## src/sv/udtc_pkg.sv

```systemverilog
// types, constants and microcode table for the up/down elapsed time counter
// no dependencies; imported by up_down_elapsed_time_counter_core

package udtc_pkg;

  // width of the day field
  localparam int DAY_BITS = 16;

  // sequencer step counter
  localparam int STEP_BITS = 5;
  typedef logic [STEP_BITS-1:0] step_t;

  localparam step_t STEP_WAIT = 5'd0;
  localparam step_t STEP_DONE = 5'd19;

  // field selects, shared by the divider and the mixed-radix adder
  localparam logic [1:0] SEL_MS  = 2'd0;
  localparam logic [1:0] SEL_SEC = 2'd1;
  localparam logic [1:0] SEL_MIN = 2'd2;
  localparam logic [1:0] SEL_HR  = 2'd3;

  // item kinds
  typedef enum logic [1:0] {
    KIND_LOAD = 2'd0,
    KIND_UP   = 2'd1,
    KIND_DOWN = 2'd2,
    KIND_NONE = 2'd3
  } kind_e;

  // micro operations
  typedef enum logic [2:0] {
    OP_WAIT,
    OP_MUL,
    OP_REM,
    OP_FIX,
    OP_BRANCH,
    OP_MIX,
    OP_MIX_DAY,
    OP_DONE
  } op_e;

  typedef struct packed {
    kind_e       kind;
    logic [31:0] amount_ms;
  } in_t;

  typedef struct packed {
    logic [DAY_BITS-1:0] days;
    logic [4:0]          hours;
    logic [5:0]          minutes;
    logic [5:0]          seconds;
    logic [9:0]          millis;
    logic                expired;
  } out_t;

  // one control word
  typedef struct packed {
    op_e        op;
    logic [1:0] sel;
    step_t      target;
  } ctrl_t;

  // radix of each sub-day field
  function automatic logic [9:0] radix(input logic [1:0] sel);
    case (sel)
      SEL_MS:  radix = 10'd1000;
      SEL_SEC: radix = 10'd60;
      SEL_MIN: radix = 10'd60;
      default: radix = 10'd24;
    endcase
  endfunction

  // floor(2^32 / radix), quotient estimate is exact or one low
  function automatic logic [31:0] recip(input logic [1:0] sel);
    case (sel)
      SEL_MS:  recip = 32'd4294967;
      SEL_SEC: recip = 32'd71582788;
      SEL_MIN: recip = 32'd71582788;
      default: recip = 32'd178956970;
    endcase
  endfunction

  function automatic ctrl_t cw(input op_e op, input logic [1:0] sel, input step_t target);
    ctrl_t c;
    c.op     = op;
    c.sel    = sel;
    c.target = target;
    return c;
  endfunction

  // microcode rom: split the amount, then for up and down items add or subtract field by field
  function automatic ctrl_t ucode(input step_t s);
    case (s)
      5'd0:    ucode = cw(OP_WAIT,    SEL_MS,  STEP_WAIT);
      5'd1:    ucode = cw(OP_MUL,     SEL_MS,  STEP_WAIT);
      5'd2:    ucode = cw(OP_REM,     SEL_MS,  STEP_WAIT);
      5'd3:    ucode = cw(OP_FIX,     SEL_MS,  STEP_WAIT);
      5'd4:    ucode = cw(OP_MUL,     SEL_SEC, STEP_WAIT);
      5'd5:    ucode = cw(OP_REM,     SEL_SEC, STEP_WAIT);
      5'd6:    ucode = cw(OP_FIX,     SEL_SEC, STEP_WAIT);
      5'd7:    ucode = cw(OP_MUL,     SEL_MIN, STEP_WAIT);
      5'd8:    ucode = cw(OP_REM,     SEL_MIN, STEP_WAIT);
      5'd9:    ucode = cw(OP_FIX,     SEL_MIN, STEP_WAIT);
      5'd10:   ucode = cw(OP_MUL,     SEL_HR,  STEP_WAIT);
      5'd11:   ucode = cw(OP_REM,     SEL_HR,  STEP_WAIT);
      5'd12:   ucode = cw(OP_FIX,     SEL_HR,  STEP_WAIT);
      5'd13:   ucode = cw(OP_BRANCH,  SEL_MS,  STEP_DONE);
      5'd14:   ucode = cw(OP_MIX,     SEL_MS,  STEP_WAIT);
      5'd15:   ucode = cw(OP_MIX,     SEL_SEC, STEP_WAIT);
      5'd16:   ucode = cw(OP_MIX,     SEL_MIN, STEP_WAIT);
      5'd17:   ucode = cw(OP_MIX,     SEL_HR,  STEP_WAIT);
      5'd18:   ucode = cw(OP_MIX_DAY, SEL_MS,  STEP_WAIT);
      5'd19:   ucode = cw(OP_DONE,    SEL_MS,  STEP_WAIT);
      default: ucode = cw(OP_WAIT,    SEL_MS,  STEP_WAIT);
    endcase
  endfunction

endpackage

```

## src/sv/up_down_elapsed_time_counter_core.sv

```systemverilog
// up/down elapsed time counter: days, hours, minutes, seconds, milliseconds
// microcoded sequencer with a shared constant divider; uses udtc_pkg
//
//   port        dir  handshake            payload
//   in_data_i   in   in_valid_i/in_stall_o   in_t  (kind, amount_ms)
//   out_data_o  out  out_valid_o/out_stall_i out_t (days..millis, expired)
//
// an up or down item runs through accept, the four constant divisions (multiply,
// remainder, correct per field), a branch on the kind, the carry or borrow chain
// through the five fields and commit; load and unused kinds branch straight to
// commit.
// reset clears the counter to zero.
// a result waits in the output register while the next item is accepted;
// a stalled output holds the sequencer at its commit step.

module up_down_elapsed_time_counter_core
  import udtc_pkg::*;
(
  input  logic clk_i,
  input  logic rst_ni,
  input  logic in_valid_i,
  output logic in_stall_o,
  input  in_t  in_data_i,
  output logic out_valid_o,
  input  logic out_stall_i,
  output out_t out_data_o
);

  // sequencer
  step_t step_q, step_d;
  ctrl_t ctrl;
  logic  in_xfer, out_free;

  // counter state
  logic [DAY_BITS-1:0] cnt_day_q, cnt_day_d;
  logic [4:0]          cnt_hr_q, cnt_hr_d;
  logic [5:0]          cnt_min_q, cnt_min_d;
  logic [5:0]          cnt_sec_q, cnt_sec_d;
  logic [9:0]          cnt_ms_q, cnt_ms_d;
  logic                expired_d;

  // item and divider datapath
  kind_e       kind_q;
  logic [31:0] x_q, q_q;
  logic [10:0] r_q;
  logic [63:0] prod;
  logic [31:0] back, rem;
  logic [10:0] fix_r;
  logic        fix_ge;

  // split fields
  logic [9:0] sp_ms_q;
  logic [5:0] sp_sec_q, sp_min_q;
  logic [4:0] sp_hr_q;

  // mixed-radix add or subtract
  logic [9:0]          mx_ms_q;
  logic [5:0]          mx_sec_q, mx_min_q;
  logic [4:0]          mx_hr_q;
  logic [DAY_BITS-1:0] mx_day_q;
  logic                cy_q, flag_q;
  logic [10:0]         fa, fb, fsum, fres, frad;
  logic                fcy;
  logic [DAY_BITS:0]   dsum;

  out_t out_q;
  logic out_valid_q;

  assign ctrl       = ucode(step_q);
  assign in_stall_o = (step_q != STEP_WAIT);
  assign in_xfer    = in_valid_i && !in_stall_o;
  assign out_free   = !out_valid_q || !out_stall_i;

  // next step
  always_comb begin
    step_d = step_q + 5'd1;
    case (ctrl.op)
      OP_WAIT:   step_d = in_xfer ? step_q + 5'd1 : step_q;
      OP_BRANCH: begin
        if (!(kind_q inside {KIND_UP, KIND_DOWN})) step_d = ctrl.target;
      end
      OP_DONE:   step_d = out_free ? STEP_WAIT : step_q;
      default:   step_d = step_q + 5'd1;
    endcase
  end

  // divider arithmetic
  assign prod   = 64'(x_q) * 64'(recip(ctrl.sel));
  assign back   = q_q * 32'(radix(ctrl.sel));
  assign rem    = x_q - back;
  assign fix_ge = (r_q >= 11'(radix(ctrl.sel)));
  assign fix_r  = fix_ge ? r_q - 11'(radix(ctrl.sel)) : r_q;

  // field adder operands
  always_comb begin
    case (ctrl.sel)
      SEL_MS:  begin fa = 11'(cnt_ms_q);  fb = 11'(sp_ms_q);  end
      SEL_SEC: begin fa = 11'(cnt_sec_q); fb = 11'(sp_sec_q); end
      SEL_MIN: begin fa = 11'(cnt_min_q); fb = 11'(sp_min_q); end
      default: begin fa = 11'(cnt_hr_q);  fb = 11'(sp_hr_q);  end
    endcase
    frad = 11'(radix(ctrl.sel));
    if (kind_q == KIND_DOWN) begin
      fsum = fa - fb - 11'(cy_q);
      fcy  = fsum[10];
      fres = fcy ? fsum + frad : fsum;
    end else begin
      fsum = fa + fb + 11'(cy_q);
      fcy  = (fsum >= frad);
      fres = fcy ? fsum - frad : fsum;
    end
    if (kind_q == KIND_DOWN) begin
      dsum = {1'b0, cnt_day_q} - {1'b0, x_q[DAY_BITS-1:0]} - (DAY_BITS+1)'(cy_q);
    end else begin
      dsum = {1'b0, cnt_day_q} + {1'b0, x_q[DAY_BITS-1:0]} + (DAY_BITS+1)'(cy_q);
    end
  end

  // commit values by kind
  always_comb begin
    cnt_day_d = cnt_day_q;
    cnt_hr_d  = cnt_hr_q;
    cnt_min_d = cnt_min_q;
    cnt_sec_d = cnt_sec_q;
    cnt_ms_d  = cnt_ms_q;
    expired_d = 1'b0;
    case (kind_q)
      KIND_LOAD: begin
        cnt_day_d = x_q[DAY_BITS-1:0];
        cnt_hr_d  = sp_hr_q;
        cnt_min_d = sp_min_q;
        cnt_sec_d = sp_sec_q;
        cnt_ms_d  = sp_ms_q;
      end
      KIND_UP: begin
        cnt_day_d = mx_day_q;
        cnt_hr_d  = mx_hr_q;
        cnt_min_d = mx_min_q;
        cnt_sec_d = mx_sec_q;
        cnt_ms_d  = mx_ms_q;
      end
      KIND_DOWN: begin
        expired_d = flag_q;
        if (!flag_q) begin
          cnt_day_d = mx_day_q;
          cnt_hr_d  = mx_hr_q;
          cnt_min_d = mx_min_q;
          cnt_sec_d = mx_sec_q;
          cnt_ms_d  = mx_ms_q;
        end
      end
      default: expired_d = 1'b0;
    endcase
  end

  // control and counter state
  always_ff @(posedge clk_i or negedge rst_ni) begin
    if (!rst_ni) begin
      step_q      <= STEP_WAIT;
      out_valid_q <= 1'b0;
      cnt_day_q   <= '0;
      cnt_hr_q    <= '0;
      cnt_min_q   <= '0;
      cnt_sec_q   <= '0;
      cnt_ms_q    <= '0;
    end else begin
      step_q <= step_d;
      if (ctrl.op == OP_DONE && out_free) begin
        out_valid_q <= 1'b1;
        cnt_day_q   <= cnt_day_d;
        cnt_hr_q    <= cnt_hr_d;
        cnt_min_q   <= cnt_min_d;
        cnt_sec_q   <= cnt_sec_d;
        cnt_ms_q    <= cnt_ms_d;
      end else if (!out_stall_i) begin
        out_valid_q <= 1'b0;
      end
    end
  end

  // datapath registers
  always_ff @(posedge clk_i) begin
    case (ctrl.op)
      OP_WAIT: begin
        if (in_xfer) begin
          kind_q <= in_data_i.kind;
          x_q    <= in_data_i.amount_ms;
        end
      end
      OP_MUL: q_q <= prod[63:32];
      OP_REM: r_q <= rem[10:0];
      OP_FIX: begin
        x_q <= fix_ge ? q_q + 32'd1 : q_q;
        case (ctrl.sel)
          SEL_MS:  sp_ms_q  <= fix_r[9:0];
          SEL_SEC: sp_sec_q <= fix_r[5:0];
          SEL_MIN: sp_min_q <= fix_r[5:0];
          default: sp_hr_q  <= fix_r[4:0];
        endcase
      end
      OP_BRANCH: cy_q <= 1'b0;
      OP_MIX: begin
        cy_q <= fcy;
        case (ctrl.sel)
          SEL_MS:  mx_ms_q  <= fres[9:0];
          SEL_SEC: mx_sec_q <= fres[5:0];
          SEL_MIN: mx_min_q <= fres[5:0];
          default: mx_hr_q  <= fres[4:0];
        endcase
      end
      OP_MIX_DAY: begin
        flag_q   <= dsum[DAY_BITS];
        // saturate on overflow when counting up
        mx_day_q <= (dsum[DAY_BITS] && kind_q != KIND_DOWN) ? '1 : dsum[DAY_BITS-1:0];
      end
      OP_DONE: begin
        if (out_free) begin
          out_q.days    <= cnt_day_d;
          out_q.hours   <= cnt_hr_d;
          out_q.minutes <= cnt_min_d;
          out_q.seconds <= cnt_sec_d;
          out_q.millis  <= cnt_ms_d;
          out_q.expired <= expired_d;
        end
      end
      default: ;
    endcase
  end

  assign out_valid_o = out_valid_q;
  assign out_data_o  = out_q;

  // sub-day fields stay within their radix
  assert property (@(posedge clk_i) disable iff (!rst_ni)
    cnt_hr_q < 5'd24 && cnt_min_q < 6'd60 && cnt_sec_q < 6'd60 && cnt_ms_q < 10'd1000)
    else $error("counter field out of range");

  // a new result only leaves the commit step
  assert property (@(posedge clk_i) disable iff (!rst_ni)
    $rose(out_valid_q) |-> $past(step_q) == STEP_DONE)
    else $error("result raised outside commit step");

  // the millisecond and day fields of the counter only change at commit
  assert property (@(posedge clk_i) disable iff (!rst_ni)
    !$stable(cnt_ms_q) || !$stable(cnt_day_q) |-> $past(step_q) == STEP_DONE)
    else $error("counter changed outside commit step");

endmodule

```

## config.mk

```make
export PLATFORM = sky130hd
export DESIGN_NAME = up_down_elapsed_time_counter_core
export DESIGN_NICKNAME = d
export VERILOG_FILES = /design/src/sv/udtc_pkg.sv /design/src/sv/up_down_elapsed_time_counter_core.sv
export SDC_FILE = /design/constraint.sdc
export NUM_CORES = 2
export LEC_CHECK = 0
export ABC_AREA = 1
export BUFFER_PORTS_ARGS = -buffer_cell sky130_fd_sc_hd__clkbuf_2
export CORE_MARGIN = 2
export CORE_UTILIZATION = 50
export DETAILED_ROUTE_END_ITERATION = 16
export HOLD_SLACK_MARGIN = 0.06
export PLACE_DENSITY = 0.76
export SETUP_SLACK_MARGIN = 0.1
export SLEW_MARGIN = 20
export SYNTH_ARGS = -nofsm -noshare
export SYNTH_HDL_FRONTEND = slang
export SYNTH_SLANG_ARGS = --single-unit
```

## constraint.sdc

```tcl
create_clock -name clk_i -period 9.5 [get_ports clk_i]
set_input_delay 0.475 -clock clk_i [delete_from_list [all_inputs] [get_ports clk_i]]
set_output_delay 0.475 -clock clk_i [all_outputs]
set_load 0.005 [all_outputs]
```

# --- After elaboration in Yosys (flattened, before gate mapping) ---
# Memories as Yosys holds them, arrays and structs flattened.
# Index checks and enable logic that the tools add are counted.
# Widths: inputs -> output; s select.
word_totals:
  regBits: 242
  latch_bits: 0
  ramBits: 0
  romBits: 256
  out_inout_bits: 46
  elab_cells: 121
  mem_count: 1
memory_table:
  columns: ["memory", "words", "word_bits", "read_ports", "rd_ports_with_merged_regs", "wr", "line_no", "source"]
  rows:
  - ["(no name shown)", 32, 8, 1, 0, 0, "udtc_pkg.sv:93", "case (s)"]
op_classes:
  n_addsub: 14
  mul: 2
  div_mod_pow: 0
  magnitude_cmp: 2
  n_eq_ne: 15
  shift: 0
  mux: 30
  bitwise_logic: 1
  n_reduce_logical: 28
op_table:
  columns: ["operator", "n"]
  rows:
  - ["$pmux 10 s3", 3]
  - ["$mux 32", 2]
  - ["$pmux 32 s2", 1]
  - ["$mul 32x28->60", 1]
  - ["$pmux 28 s2", 1]
  - ["$mux 10", 5]
  - ["$pmux 16 s3", 1]
  - ["$pmux 6 s3", 2]
  - ["$add 32x1->32 const B", 1]
  - ["$mul 32x10->11", 1]
  - ["$pmux 5 s3", 2]
  - ["$reduce_and 2->1", 12]
  - ["$ge 11x10->1", 2]
  - ["$sub 11x11->11", 2]
  - ["$mux 5", 4]
  - ["$pmux 10 s2", 1]
  - ["$sub 10x10->10", 2]
  - ["$add 16x16->17", 1]
  - ["$add 17x1->17", 1]
  - ["$mux 17", 1]
  - ["$sub 16x16->17", 1]
  - ["$sub 17x1->17", 1]
  - ["$mux 16", 1]
  - ["$eq 3x3->1 const B", 4]
  - ["24 further kinds", 39]

# --- Depth between registers and ports, before layout ---
# An unclocked memory read counts as a cell.
depth:
  ltp_word: 8
  ltp_mapped: 42
  mapped_depth_nobuf: 38

# --- Worst setup path after synthesis ---
# OpenSTA, ideal clock, no wires.
synth_path:
  path_kind: "register to register"
  startpoint: "register step_q[1]"
  endpoint: "register q_q[17], data pin"
  t_arrival_ns: 7.899
  t_required_ns: 9.241
  setup_slack_ns: 1.342
  stages_incl_launch_ff: 34
  synth_period_minus_slack_ns: 8.158
  path_cell_list: "dfrtp_1 inv_1 ha_1 inv_1 nand2_1 o211ai_1 a22oi_1 ha_1 clkbuf_1 clkbuf_1 buf_1 buf_1 nand2_1 fa_1 fa_1 inv_1 fa_1 fa_1 fa_1 fa_1 inv_1 fa_1 inv_1 ha_1 a21oi_1 inv_1 a31oi_1 nand2_1 a21oi_1 nand3_1 a21oi_1 o21ai_0 nand2_1 nand2_1"
synth_between:
  elab_chain_len: 5
  word_cells_on_any_way: 7
  classes_between: "1 x mul; 2 x eq/ne; 1 x mux; 2 x reduce/logical; 1 x memory"
synth_lines:
  columns: ["item", "line_no", "source"]
  rows:
  - ["start: declaration", "up_down_elapsed_time_counter_core.sv:30", "step_t step_q, step_d;"]
  - ["start signal: assignment", "up_down_elapsed_time_counter_core.sv:167", "step_q <= step_d;"]
  - ["$mem_v2 32x8 (*)", null, null]
  - ["$eq 2x2->1 or $eq 2x1->1 (tied branches)", "udtc_pkg.sv:75", "case (sel)"]
  - ["$reduce_or 2->1 (no line)", null, null]
  - ["$pmux 28 s2 (*)", "udtc_pkg.sv:75", null]
  - ["$mul 32x28->60 (*)", "up_down_elapsed_time_counter_core.sv:88", "assign prod = 64'(x_q) * 64'(recip(ctrl.sel));"]
  - ["via prod[49]", "up_down_elapsed_time_counter_core.sv:46", "logic [63:0] prod;"]
  - ["end signal: assignment", "up_down_elapsed_time_counter_core.sv:190", "OP_MUL: q_q <= prod[63:32];"]
  - ["end: declaration", "up_down_elapsed_time_counter_core.sv:44", "logic [31:0] x_q, q_q;"]
# The timed path passes the listed nets; every way through them passes the cells marked *.
# A chain may end at the register's enable or synchronous reset.

# --- Worst setup path in the final report ---
layout_path:
  startpoint: "register step_q[1]"
  endpoint: "register q_q[23], data pin"
# Same word-level chain as after synthesis.

==> impl_metrics.ini <==
[synth]
synth_edf_count = 189
yosysUniqueCellTypes = 51
synthCells = 4729
ys_async_sr_fraction = 0.206
syn_avg_cell_area_um2 = 8.53
ys_seq_area_frac = 0.171
synth_area_um2 = 40300
synth-seq-cells = 238
synth_top_flop_cell = edfxtp_1
ys_warn_count = 0

[die]
die_w_um = 288
num_rows = 104
die_h_um = 288
start_util = 0.503
core_um2 = 80200
die-area_um2 = 83000
io_pins = 84

[clock_network]
cts_tree = yes
clock_latency_ns = 0.60
htree_levels = 1
clockBufferDepth = 3
clock-sinks = 238
cts_made_buffers = 28
clkTransAtPathRegs_ns = 0.06
root_buffer = clkbuf_16

[sta]
rsz0062_at_grt = false
max_clock_freq_ghz = 0.111
finalHoldViolations = 0
setup-violations-final = 0
slew_viol_final = 0
fin_ws_ns = 0.475
clock_skew_ns = 0.0189
fin_crit_ns = 9.03
worst_pin_slew_ns = 1.11
slew_headroom = 0.263
fin_setup_tns_ns = 0
finalCritPeriodShare = 0.950

[final_layout]
n_antenna_cell = 0
final_cells = 5894
syn2layout_area_growth_pct = 7.06
n_fill_cell = 7405
nets = 5945
drive_gt1_frac = 0.0468

[routing]
firstDrtPassIters = 7
vias_per_cell = 5.42
post_drt_wl_per_cell_um = 20.7
drt_iter0_drc = 3206
route.vias.total = 31900
drt_wl_total_um = 122000
drc = 0
drtAntennaViolNets = 0

[global_route]
grt_pass1_vias = 32400
grt_max_degree = 95
gr-total-overflow = 0
antenna_found_initial = 2
grt_pass1_wl_um = 188000
grt_usage = 0.301

[worst_setup_path]
critPathMaxFanout = 47
endpoint_kind = register
r2r-start = step_q[1]$_DFFE_PN0P_
critPathBufInv = 8
cp_top_family = adder cells
cp.required_ns = 9.84
critPathMaxStageDelay_ns = 0.56
regToRegSetupSlack_ns = 0.47
worstRegToRegCells = 28
crit_type = reg2reg
cp-start-kind = register
critPathArrivalTime_ns = 9.36
crit_slowest_cell = fa_1
timing.rr.end = q_q[23]$_DFFE_PN_

[hold_path]
hp-start = in_data_i[31]
hold_path_depth = 3
hold_class = in2reg
holdPathEnd = x_q[31]$_SDFFCE_PP0P_

[placed_design]
placed_cells = 5839
io_buffers = 83
preCtsSetupSlack_ns = 0.420
dp_hpwl_um = 105000
gp_congestion = 1.07

[run]
drv_cap = 0

[outcome]
status = completed
metrics by stage:
stage	utilization	area, µm²	hold slack [ns]
3_5_place_dp	0.526	42100	0.537
2_1_floorplan	-	40500	0.179
4_1_cts	0.539	43200	0.131
6_report	0.539	43200	0.151
5_1_grt	0.539	43200	0.155
3_3_place_gp	0.526	42100	0.526
Yosys cell counts, types with 6 or more instances:
library cell	count	area, µm²
o21ai_1	8	40.0
xor2_1	92	806
o21bai_1	19	143
a31oi_1	24	150
inv_2	7	26.3
inv_1	1262	4740
buf_2	16	80.1
o21ai_0	328	1640
o21ai_2	17	149
ha_1	453	5670
o31ai_1	6	45.0
a21oi_1	170	851
dfrtp_1	49	1230
nand2_1	755	2830
nand3_1	94	470
o211ai_1	16	120
a21o_1	16	120
clkbuf_1	83	312
nand4_1	19	119
nor4_1	17	106
xnor2_1	34	298
fa_1	642	12900
nor2_1	292	1100
nor3_1	30	150
buf_1	10	37.5
o22ai_1	21	131
edfxtp_1	189	5680
tightest hold or removal path, cell delays in order:
cell and delay [ns]:
clkbuf_2 0.07, nand2_1 0.04, inv_1 0.04
repair_timing:
action / CTS / global route
endpoints found under the setup margin: 0 / 7
endpoints found under the hold margin: 28 / 0
gates resized for setup: 0 / 5
setup buffers: 0 / 0
hold buffers: 3 / 0
placed cells by master, fill, tap and decap left out, drive strengths merged, types with 24 or more instances in the layout:
| master | netlist | layout |
|---|---|---|
| xnor2 | 34 | 34 |
| nor2 | 295 | 295 |
| clkbuf | 83 | 120 |
| nand3 | 94 | 94 |
| inv | 1269 | 1271 |
| nor3 | 30 | 30 |
| edfxtp | 189 | 189 |
| ha | 453 | 453 |
| dfrtp | 49 | 49 |
| fa | 642 | 642 |
| a31oi | 24 | 24 |
| conb | 2 | 35 |
| xor2 | 92 | 92 |
| nand2 | 756 | 756 |
| a21oi | 172 | 172 |
| o21ai | 353 | 353 |
| buf | 31 | 48 |
cell families after synthesis:
logic type | count (synthesis) | share of synthesized area
XOR/XNOR | 126 | 0.0274
buffers and inverters | 1388 | 0.130
flip-flops | 238 | 0.171
AO/OA/AOI/OAI | 659 | 0.0911
AND/OR/NAND/NOR | 1221 | 0.121
other | 2 | 0.000186
adder cells (fa/ha/maj) | 1095 | 0.459
area by class of cell:
cell class                      count  area (µm²)  area share
Inverter                         1274        4780       0.111
Tap cell                         1060        1330      0.0307
Multi-Input combinational cell   3136       28400       0.656
Clock buffer                       37         764      0.0177
Sequential cell                   238        6900       0.160
Timing Repair Buffer              134         818      0.0189
Clock inverter                     15         249     0.00576
per-layer routing:
metal | vias up | wire (µm) | GRT usage | share of wire
met3 | 316 | 9500 | 0.0402 | 0.078
met5 | - | 20 | 0 | 0.00016
met1 | 15500 | 48000 | 0.393 | 0.39
met4 | 2 | 7290 | 0.145 | 0.060
met2 | 1537 | 57200 | 0.494 | 0.47
li1 | 14600 | - | - | -
how the worst max path moves through the flow:
stage	from	depth (start not counted)	endpoint
3_5_place_dp	step_q[1]$_DFFE_PN0P_	30	q_q[23]$_DFFE_PN_
5_1_grt	step_q[0]$_DFFE_PN0P_	35	q_q[22]$_DFFE_PN_
6_report	step_q[1]$_DFFE_PN0P_	28	q_q[23]$_DFFE_PN_
3_3_place_gp	step_q[0]$_DFFE_PN0P_	30	q_q[23]$_DFFE_PN_
4_1_cts	step_q[1]$_DFFE_PN0P_	30	q_q[23]$_DFFE_PN_
2_1_floorplan	step_q[1]$_DFFE_PN0P_	33	q_q[17]$_DFFE_PN_
registers in the layout, indices dropped and copies added (netlist names), 2 cells and up:
signal      count
out_data_o     44
x_q            32
q_q            28
cnt_day_q      16
mx_day_q       16
r_q            11
cnt_ms_q       10
mx_ms_q        10
sp_ms_q        10
cnt_min_q       6
cnt_sec_q       6
mx_min_q        6
mx_sec_q        6
sp_min_q        6
sp_sec_q        6
cnt_hr_q        5
mx_hr_q         5
sp_hr_q         5
step_q          5
kind_q          2
Power is not shown: default switching activity piles up to over one toggle a cycle in this logic, so the estimate is an artifact.
